File: config.mk
export PLATFORM = sky130hd
export DESIGN_NAME = gdg_front
export DESIGN_NICKNAME = d
export VERILOG_FILES = /design/src/rtl/gdg_pkg.sv /design/src/rtl/gdg_front.sv
export SDC_FILE = /design/constraint.sdc
export NUM_CORES = 1
export LEC_CHECK = 0
export BUFFER_PORTS_ARGS = -buffer_cell sky130_fd_sc_hd__buf_2
export CAP_MARGIN = 20
export CELL_PAD_IN_SITES_DETAIL_PLACEMENT = 0
export CELL_PAD_IN_SITES_GLOBAL_PLACEMENT = 1
export CORE_MARGIN = 2
export CORE_UTILIZATION = 44
export CTS_BUF_LIST = sky130_fd_sc_hd__clkbuf_16
export CTS_CLUSTER_DIAMETER = 50
export DETAILED_ROUTE_END_ITERATION = 12
export HOLD_SLACK_MARGIN = 0.1
export PLACE_DENSITY = 0.81
export SYNTH_ARGS = -nofsm -noshare
export SYNTH_HDL_FRONTEND = slang
export SYNTH_SLANG_ARGS = --single-unit
File: constraint.sdc
create_clock -name clk -period 3.65 [get_ports clk]
set_input_delay 0.9125 -clock clk [delete_from_list [all_inputs] [get_ports clk]]
set_output_delay 0.9125 -clock clk [all_outputs]
set_load 0.02 [all_outputs]
File: src/rtl/gdg_pkg.sv
// Package with shared types, constants and the fixed-point ROM tables of the generator.
`timescale 1ns / 1ps

package gdg_pkg;

    localparam int TABLE_ENTRIES = 32;
    localparam int STEP_ENTRIES  = TABLE_ENTRIES - 1;
    localparam int UNIFORM_BITS  = 48;
    localparam int INDEX_BITS    = 5;
    localparam int FIX_BITS      = 56;
    localparam int MUL_A_BITS    = 56;
    localparam int MUL_B_BITS    = 48;
    localparam int MUL_CHUNK     = 16;
    localparam int MUL_STEPS     = 3;
    localparam int PROD_BITS     = MUL_A_BITS + MUL_B_BITS;

    localparam logic [63:0] DEC_SCALE = 64'd10000000000;
    localparam logic [47:0] LCG_MUL   = 48'h0005_DEEC_E66D;
    localparam logic [47:0] LCG_ADD   = 48'h0000_0000_000B;
    localparam logic [47:0] SEED_DEFAULT = 48'h1234_ABCD_330E;
    localparam logic [31:0] SPREAD_DEFAULT = 32'h0001_0000;

    // Configuration register indexes.
    localparam logic REG_MEAN   = 1'b0;
    localparam logic REG_SPREAD = 1'b1;

    // Input actions.
    localparam logic ACT_DRAW = 1'b0;
    localparam logic ACT_LOAD = 1'b1;

    typedef logic [FIX_BITS-1:0] fix_t;

    // One queued input transaction.
    typedef struct packed {
        logic        action;
        logic [47:0] seed;
    } gdg_item_t;

    // Sequencer states of the execution part.
    typedef enum logic [4:0] {
        S_IDLE,
        S_MUL_GO,
        S_MUL_WAIT,
        S_LCG,
        S_SPLIT,
        S_C_CHECK,
        S_C_SLOPE,
        S_C_U,
        S_C_WID,
        S_C_LIM,
        S_C_CHAIN,
        S_C_V,
        S_C_STAR_KEEP,
        S_C_STAR_NEW,
        S_T_DBL,
        S_T_MUL,
        S_T_WID,
        S_T_LIM,
        S_T_CHAIN,
        S_T_STAR,
        S_T_TU,
        S_T_TU2,
        S_SCALE,
        S_OUT
    } gdg_state_t;

    // Decimal constant in units of 1e-10 to 48 fractional bits, rounded half up.
    function automatic fix_t to_fix(input logic [63:0] v);
        logic [63:0] num;
        logic [63:0] q;
        logic [63:0] r;
        logic [63:0] res;
        num = v << 24;
        q   = num / DEC_SCALE;
        r   = num % DEC_SCALE;
        res = (q << 24) + (((r << 24) + (DEC_SCALE / 64'd2)) / DEC_SCALE);
        return res[FIX_BITS-1:0];
    endfunction

    localparam fix_t ROM_BASE [TABLE_ENTRIES] = '{
        to_fix(64'd0), to_fix(64'd391760900), to_fix(64'd784124100),
        to_fix(64'd1177700000), to_fix(64'd1573107000), to_fix(64'd1970991000),
        to_fix(64'd2372021000), to_fix(64'd2776904000), to_fix(64'd3186394000),
        to_fix(64'd3601300000), to_fix(64'd4022501000), to_fix(64'd4450965000),
        to_fix(64'd4887764000), to_fix(64'd5334097000), to_fix(64'd5791322000),
        to_fix(64'd6260990000), to_fix(64'd6744898000), to_fix(64'd7245144000),
        to_fix(64'd7764218000), to_fix(64'd8305109000), to_fix(64'd8871466000),
        to_fix(64'd9467818000), to_fix(64'd10099900000), to_fix(64'd10775160000),
        to_fix(64'd11503490000), to_fix(64'd12298590000), to_fix(64'd13180110000),
        to_fix(64'd14177970000), to_fix(64'd15341210000), to_fix(64'd16759400000),
        to_fix(64'd18627320000), to_fix(64'd21538750000)
    };

    localparam fix_t ROM_STEP [STEP_ENTRIES] = '{
        to_fix(64'd0), to_fix(64'd0), to_fix(64'd0), to_fix(64'd0), to_fix(64'd0),
        to_fix(64'd2636843000), to_fix(64'd2425085000), to_fix(64'd2255674000),
        to_fix(64'd2116342000), to_fix(64'd1999243000), to_fix(64'd1899108000),
        to_fix(64'd1812252000), to_fix(64'd1736014000), to_fix(64'd1668419000),
        to_fix(64'd1607967000), to_fix(64'd1553497000), to_fix(64'd1504094000),
        to_fix(64'd1459026000), to_fix(64'd1417700000), to_fix(64'd1379632000),
        to_fix(64'd1344418000), to_fix(64'd1311722000), to_fix(64'd1281260000),
        to_fix(64'd1252791000), to_fix(64'd1226109000), to_fix(64'd1201036000),
        to_fix(64'd1177417000), to_fix(64'd1155119000), to_fix(64'd1134023000),
        to_fix(64'd1114027000), to_fix(64'd1095039000)
    };

    localparam fix_t ROM_CUT [STEP_ENTRIES] = '{
        to_fix(64'd7673828), to_fix(64'd23068700), to_fix(64'd38606180),
        to_fix(64'd54384540), to_fix(64'd70507000), to_fix(64'd87083960),
        to_fix(64'd104235700), to_fix(64'd122095300), to_fix(64'd140812500),
        to_fix(64'd160557900), to_fix(64'd181529000), to_fix(64'd203957300),
        to_fix(64'd228117700), to_fix(64'd254340700), to_fix(64'd283029600),
        to_fix(64'd314682200), to_fix(64'd349923300), to_fix(64'd389548300),
        to_fix(64'd434587800), to_fix(64'd486403500), to_fix(64'd546833400),
        to_fix(64'd618422200), to_fix(64'd704798300), to_fix(64'd811319500),
        to_fix(64'd946244400), to_fix(64'd1123001000), to_fix(64'd1364980000),
        to_fix(64'd1716886000), to_fix(64'd2276241000), to_fix(64'd3304980000),
        to_fix(64'd5847031000)
    };

    localparam fix_t ROM_SLOPE [STEP_ENTRIES] = '{
        to_fix(64'd392061700), to_fix(64'd393270500), to_fix(64'd395100000),
        to_fix(64'd397570300), to_fix(64'd400709300), to_fix(64'd404553300),
        to_fix(64'd409148100), to_fix(64'd414550700), to_fix(64'd420831100),
        to_fix(64'd428074800), to_fix(64'd436386300), to_fix(64'd445893200),
        to_fix(64'd456752300), to_fix(64'd469157100), to_fix(64'd483348700),
        to_fix(64'd499629800), to_fix(64'd518385900), to_fix(64'd540113800),
        to_fix(64'd565465600), to_fix(64'd595313000), to_fix(64'd630848900),
        to_fix(64'd673750300), to_fix(64'd726454400), to_fix(64'd792647100),
        to_fix(64'd878192200), to_fix(64'd993039800), to_fix(64'd1155600000),
        to_fix(64'd1404344000), to_fix(64'd1836142000), to_fix(64'd2790016000),
        to_fix(64'd7010474000)
    };

endpackage

File: src/rtl/gdg_front.sv
// Front part: accepts input transactions into a short queue for the execution part.
`timescale 1ns / 1ps

module gdg_front
    import gdg_pkg::*;
#(
    parameter int QUEUE_DEPTH = 2
)
(
    input  logic        clk,
    input  logic        rst_n,
    input  logic        in_valid,
    output logic        in_stall,
    input  logic        action,
    input  logic [47:0] seed_value,
    output logic        q_valid,
    output gdg_item_t   q_item,
    input  logic        q_pop
);

    localparam int PTR_BITS = (QUEUE_DEPTH > 1) ? $clog2(QUEUE_DEPTH) : 1;
    localparam int CNT_BITS = $clog2(QUEUE_DEPTH + 1);
    localparam logic [PTR_BITS-1:0] PTR_LAST = PTR_BITS'(QUEUE_DEPTH - 1);
    localparam logic [CNT_BITS-1:0] CNT_FULL = CNT_BITS'(QUEUE_DEPTH);

    gdg_item_t           mem_reg [QUEUE_DEPTH];
    logic [PTR_BITS-1:0] wr_ptr_reg;
    logic [PTR_BITS-1:0] wr_ptr_next;
    logic [PTR_BITS-1:0] rd_ptr_reg;
    logic [PTR_BITS-1:0] rd_ptr_next;
    logic [CNT_BITS-1:0] count_reg;
    logic [CNT_BITS-1:0] count_next;
    logic                push;
    logic                pop;

    assign in_stall = (count_reg == CNT_FULL);
    assign push     = in_valid && !in_stall;
    assign pop      = q_pop && q_valid;
    assign q_valid  = (count_reg != '0);
    assign q_item   = mem_reg[rd_ptr_reg];

    // Pointer and fill count update.
    always_comb
    begin
        wr_ptr_next = wr_ptr_reg;
        rd_ptr_next = rd_ptr_reg;
        count_next  = count_reg;
        if (push)
        begin
            wr_ptr_next = (wr_ptr_reg == PTR_LAST) ? '0 : wr_ptr_reg + 1'b1;
        end
        if (pop)
        begin
            rd_ptr_next = (rd_ptr_reg == PTR_LAST) ? '0 : rd_ptr_reg + 1'b1;
        end
        if (push && !pop)
        begin
            count_next = count_reg + 1'b1;
        end
        else if (pop && !push)
        begin
            count_next = count_reg - 1'b1;
        end
    end

    always_ff @(posedge clk or negedge rst_n)
    begin
        if (!rst_n)
        begin
            wr_ptr_reg <= '0;
            rd_ptr_reg <= '0;
            count_reg  <= '0;
        end
        else
        begin
            wr_ptr_reg <= wr_ptr_next;
            rd_ptr_reg <= rd_ptr_next;
            count_reg  <= count_next;
        end
    end

    // Queue storage.
    always_ff @(posedge clk)
    begin
        if (push)
        begin
            mem_reg[wr_ptr_reg] <= '{action: action, seed: seed_value};
        end
    end

endmodule

# Word level (Yosys, flattened, before mapping)
# Memory sizes are Yosys's and may differ from the RTL's.
# Index checks and enable logic that the tools add are counted.
# op_classes
add_sub_neg,4
multipliers,0
n_div,0
magnitude_cmp,0
eq_ne,1
n_shift,0
muxes,6
n_bitwise,0
n_reduce_logical,9
# ops
cell,n
1-bit logical AND,4
1-bit 2-to-1 mux,4
2-bit 2-to-1 mux,2
2-bit nonzero test,2
1-bit logical NOT,3
"1-bit adder, second input constant",2
"2-bit by 1-bit adder with 2-bit output, second input constant",1
"2-bit equality test, second input constant",1
"2-bit by 1-bit subtractor with 2-bit output, second input constant",1
# totals
register_bits,4
latch_bits,0
ram_bits,98
mem_bits_ro,0
inputBits,53
out_inout_bits,51
wordCells,24
memories,1
# memory_table
memory,depth,word_bits,rd,rd_ports_with_merged_regs,wr,line_no,rtl
mem_reg,2,49,1,0,1,gdg_front.sv:26,gdg_item_t mem_reg [QUEUE_DEPTH];

# Longest topological paths before layout
# logic_depth
word_depth,7
ltp_mapped,7
depth_no_buf,7

# Least setup slack after synthesis
# Ideal clock, no wire load.
# synth_timing
path_kind,input to register
start,input in_valid
end,memory mem_reg[0][0] (netlist name) (enable)
setup_time_ns,0.456
arrival_time_ns,3.058
required_time_ns,3.194
path_slack_ns,0.137
stages,2
n_path_buf,0
cell_sequence,nand2_1 nor2_1
# synth_between
elab_chain_len,3
# synth_lines
element,line_no,rtl
"start, declared",gdg_front.sv:12,"input logic in_valid,"
1-bit logical AND,gdg_front.sv:37,assign push = in_valid && !in_stall;
1-bit 2-to-1 mux,gdg_front.sv:85,if (push)
1-bit 2-to-1 mux (implied by the code),gdg_front.sv:87,"mem_reg[wr_ptr_reg] <= '{action: action, seed: seed_value};"
"end, declared",gdg_front.sv:26,
# Every way passes these cells.

==> out/metrics.yaml <==
power:
  p_int_mw: 2.87
  power_frac_comb_pct: 32.7
  seq_power_share_pct: 44.1
  p_sw_mw: 1.27
  ir_drop_uv: 657
  power_mw: 4.14
  power_per_cell_area_nw_per_um2: 848
  clockPowerShare_pct: 23.2
  p_sw_share_pct: 30.6
  leakage_nw: 1.98
placement:
  dp_hpwl_mm: 4.02
  portBuffers: 103
  place_inst: 379
  place.gp.congestion: 0.642
clock_tree:
  cts_buffers: 9
  clock_path_buffers: 2
  cts_tree: "built"
  clkLatencyLatePin_ns: 0.33
  hold_buffers: 0
  clockRootBuffer: "clkbuf_16"
  post_cts_buffers: 0
  clk_pin_slew_ns: 0.06
  cts_sinks: 102
  postCtsResizedCells: 0
  htreeDepth: 3
yosys:
  postSynthAreaPerCell_um2: 23.2
  synth_seq_area_share_pct: 76.3
  yosys.area.top_type: "edfxtp_1"
  ys_ff_latch: 102
  syn-cell-area_um2: 3990
  syn_inst: 172
  yosys.cell_types.count: 15
  yosys-top-cells-area: "edfxtp_1 74%, mux2_4 18%, buf_12 2.5%"
  synthesis.nets: 226
  synth_top_area_share_pct: 73.8
  yosys_warnings: 0
drt:
  drtPass1Iterations: 4
  drc_errors: 0
  drt_wl_total_mm: 6.07
  wl_per_cell_um: 15.5
  ant_nets: 0
  viasPerCell: 4.65
  drt-initial-drc-count: 71
  vias: 1827
critical_path:
  timing.rr.end: "mem_reg[0][2]"
  critical_path_class: "register to output port"
  r2r_cells: 4
  reg2reg_setup_slack_ns: 1.73
  cp-start-kind: "register"
  worstPathRequired_ns: 2.74
  worstReg2RegStart: "count_reg[0]"
  cp-end-kind: "output port"
  worstPathArrival_ns: 1.91
  cp_max_fo: 50
global_route:
  grt_pass1_wl_mm: 9.06
  globalRoute.totalOverflow: 0
  grt.met3_usage_pct: 4.43
  grt_max_degree: 51
  first_global_vias: 1837
  use_met2_pct: 21.1
  antenna_found_initial: 0
  grt-busiest-layer: "met2"
  use_met1_pct: 14.4
  grt.total_usage_pct: 12.4
die:
  core_area_um2: 8760
  rows: 34
  die_w_um: 99.2
  io_pins: 104
  dieArea_um2: 9850
  dieHeight_um: 99.2
  initial_core_util_pct: 45.5
sta:
  fin_crit_ns: 2.83
  max_clock_freq_ghz: 0.354
  rsz0062_at_grt: "false"
  slew_headroom_pct: 37.8
  drv_slew: 0
  setup_viol: 0
  setup_tns_ns: 0
  fin_crit_sh_pct: 77.4
  finalClockSkew_ns: 0.00510
  tightest_slew_ns: 0.933
  finalHoldViolCount: 0
final_layout:
  instances_no_fill: 393
  drive_above_1_share_pct: 60.0
  area_delta_synth_final_pct: 22.4
  fill_cells: 707
  largest_reg_flops: 98
  postLayoutCoreUtil_pct: 55.7
  nets: 336
  diodes: 0
hold_path:
  hp-class: "input pin to asynchronous set/reset pin"
run:
  drv_cap: 0
status:
  status: "finished clean"
layout by cell type (no fill, tap or decap), drive strengths merged:
master    count
ha            1
edfxtp       98
nand2         2
clkbuf        9
nor2          2
mux2         49
and3          1
buf         105
xnor2         3
nand2b        1
inv           2
dfrtp         4
clkinv        2
bufinv        2
clkinvlp      1
xor2          2
or2           1
cell type report:
class	count	area, um2	share of cell area, %
Sequential cell	102	3050	62.4
Timing Repair Buffer	105	556	11.4
Tap cell	108	135	2.77
Clock inverter	5	76.3	1.56
Inverter	2	7.51	0.154
Clock buffer	9	225	4.61
Multi-Input combinational cell	62	837	17.1
through the flow:
step | instance area (um2) | setup slack [ns] | hold slack (ns)
global route | 4880 | 0.738 | 0.363
global placement | 4580 | 1.15 | 0.477
CTS | 4880 | 0.786 | 0.366
floorplan | 3990 | 0.137 | 0.456
detailed placement | 4580 | 1.15 | 0.494
finish | 4880 | 0.824 | 0.379
worst max path at each step:
| stage | startpoint | to | slack [ns] | depth (start not counted) |
|---|---|---|---|---|
| floorplan | in_valid | mem_reg[0][0] | 0.14 | 2 |
| global placement | rd_ptr_reg | q_item[25] | 1.15 | 2 |
| detailed placement | rd_ptr_reg | q_item[25] | 1.15 | 2 |
| CTS | rd_ptr_reg | q_item[25] | 0.79 | 2 |
| global route | rd_ptr_reg | q_item[25] | 0.74 | 2 |
| finish | rd_ptr_reg | q_item[1] | 0.82 | 2 |
power by group through the flow:
stage | Combinational (mW) | Clock (mW) | Sequential (mW)
2_1_floorplan | 1.23 | 0 | 1.70
3_3_place_gp | 1.37 | 0 | 1.84
3_5_place_dp | 1.37 | 0 | 1.86
4_1_cts | 1.38 | 0.982 | 1.84
5_1_grt | 1.44 | 1.04 | 1.86
6_report | 1.35 | 0.959 | 1.83
metal layers:
layer	vias up	part of all wire, %
met1	875	40
met5	-	0
li1	886	-
met3	7	6.8
met4	0	1.4
met2	59	51
cell usage after synthesis:
library cell / number
nand2b_1: 1
xnor2_1: 3
and3_1: 1
dfrtp_1: 4
buf_12: 5
inv_1: 2
nand2_2: 1
nor2_1: 2
edfxtp_1: 98
or2_1: 1
ha_1: 1
xor2_1: 2
buf_6: 1
mux2_4: 49
nand2_1: 1
kinds of logic (layout without fill, tap and decap cells):
| group | count (synthesis) | count (layout) | share of synthesized area (%) |
|---|---|---|---|
| DFF | 102 | 102 | 76.3 |
| muxes | 49 | 49 | 18.4 |
| buffers and inverters | 8 | 121 | 2.98 |
| and+or+nand+nor | 7 | 7 | 0.910 |
| xor gates and xnor gates | 5 | 5 | 1.10 |
| adders and majority gates | 1 | 1 | 0.314 |
worst max-delay path, cell delays in order (launching register included):
cell,delay (ns)
dfrtp_4,1.03
mux2_4,0.36
buf_2,0.16
(Power assumes the default switching activity.)
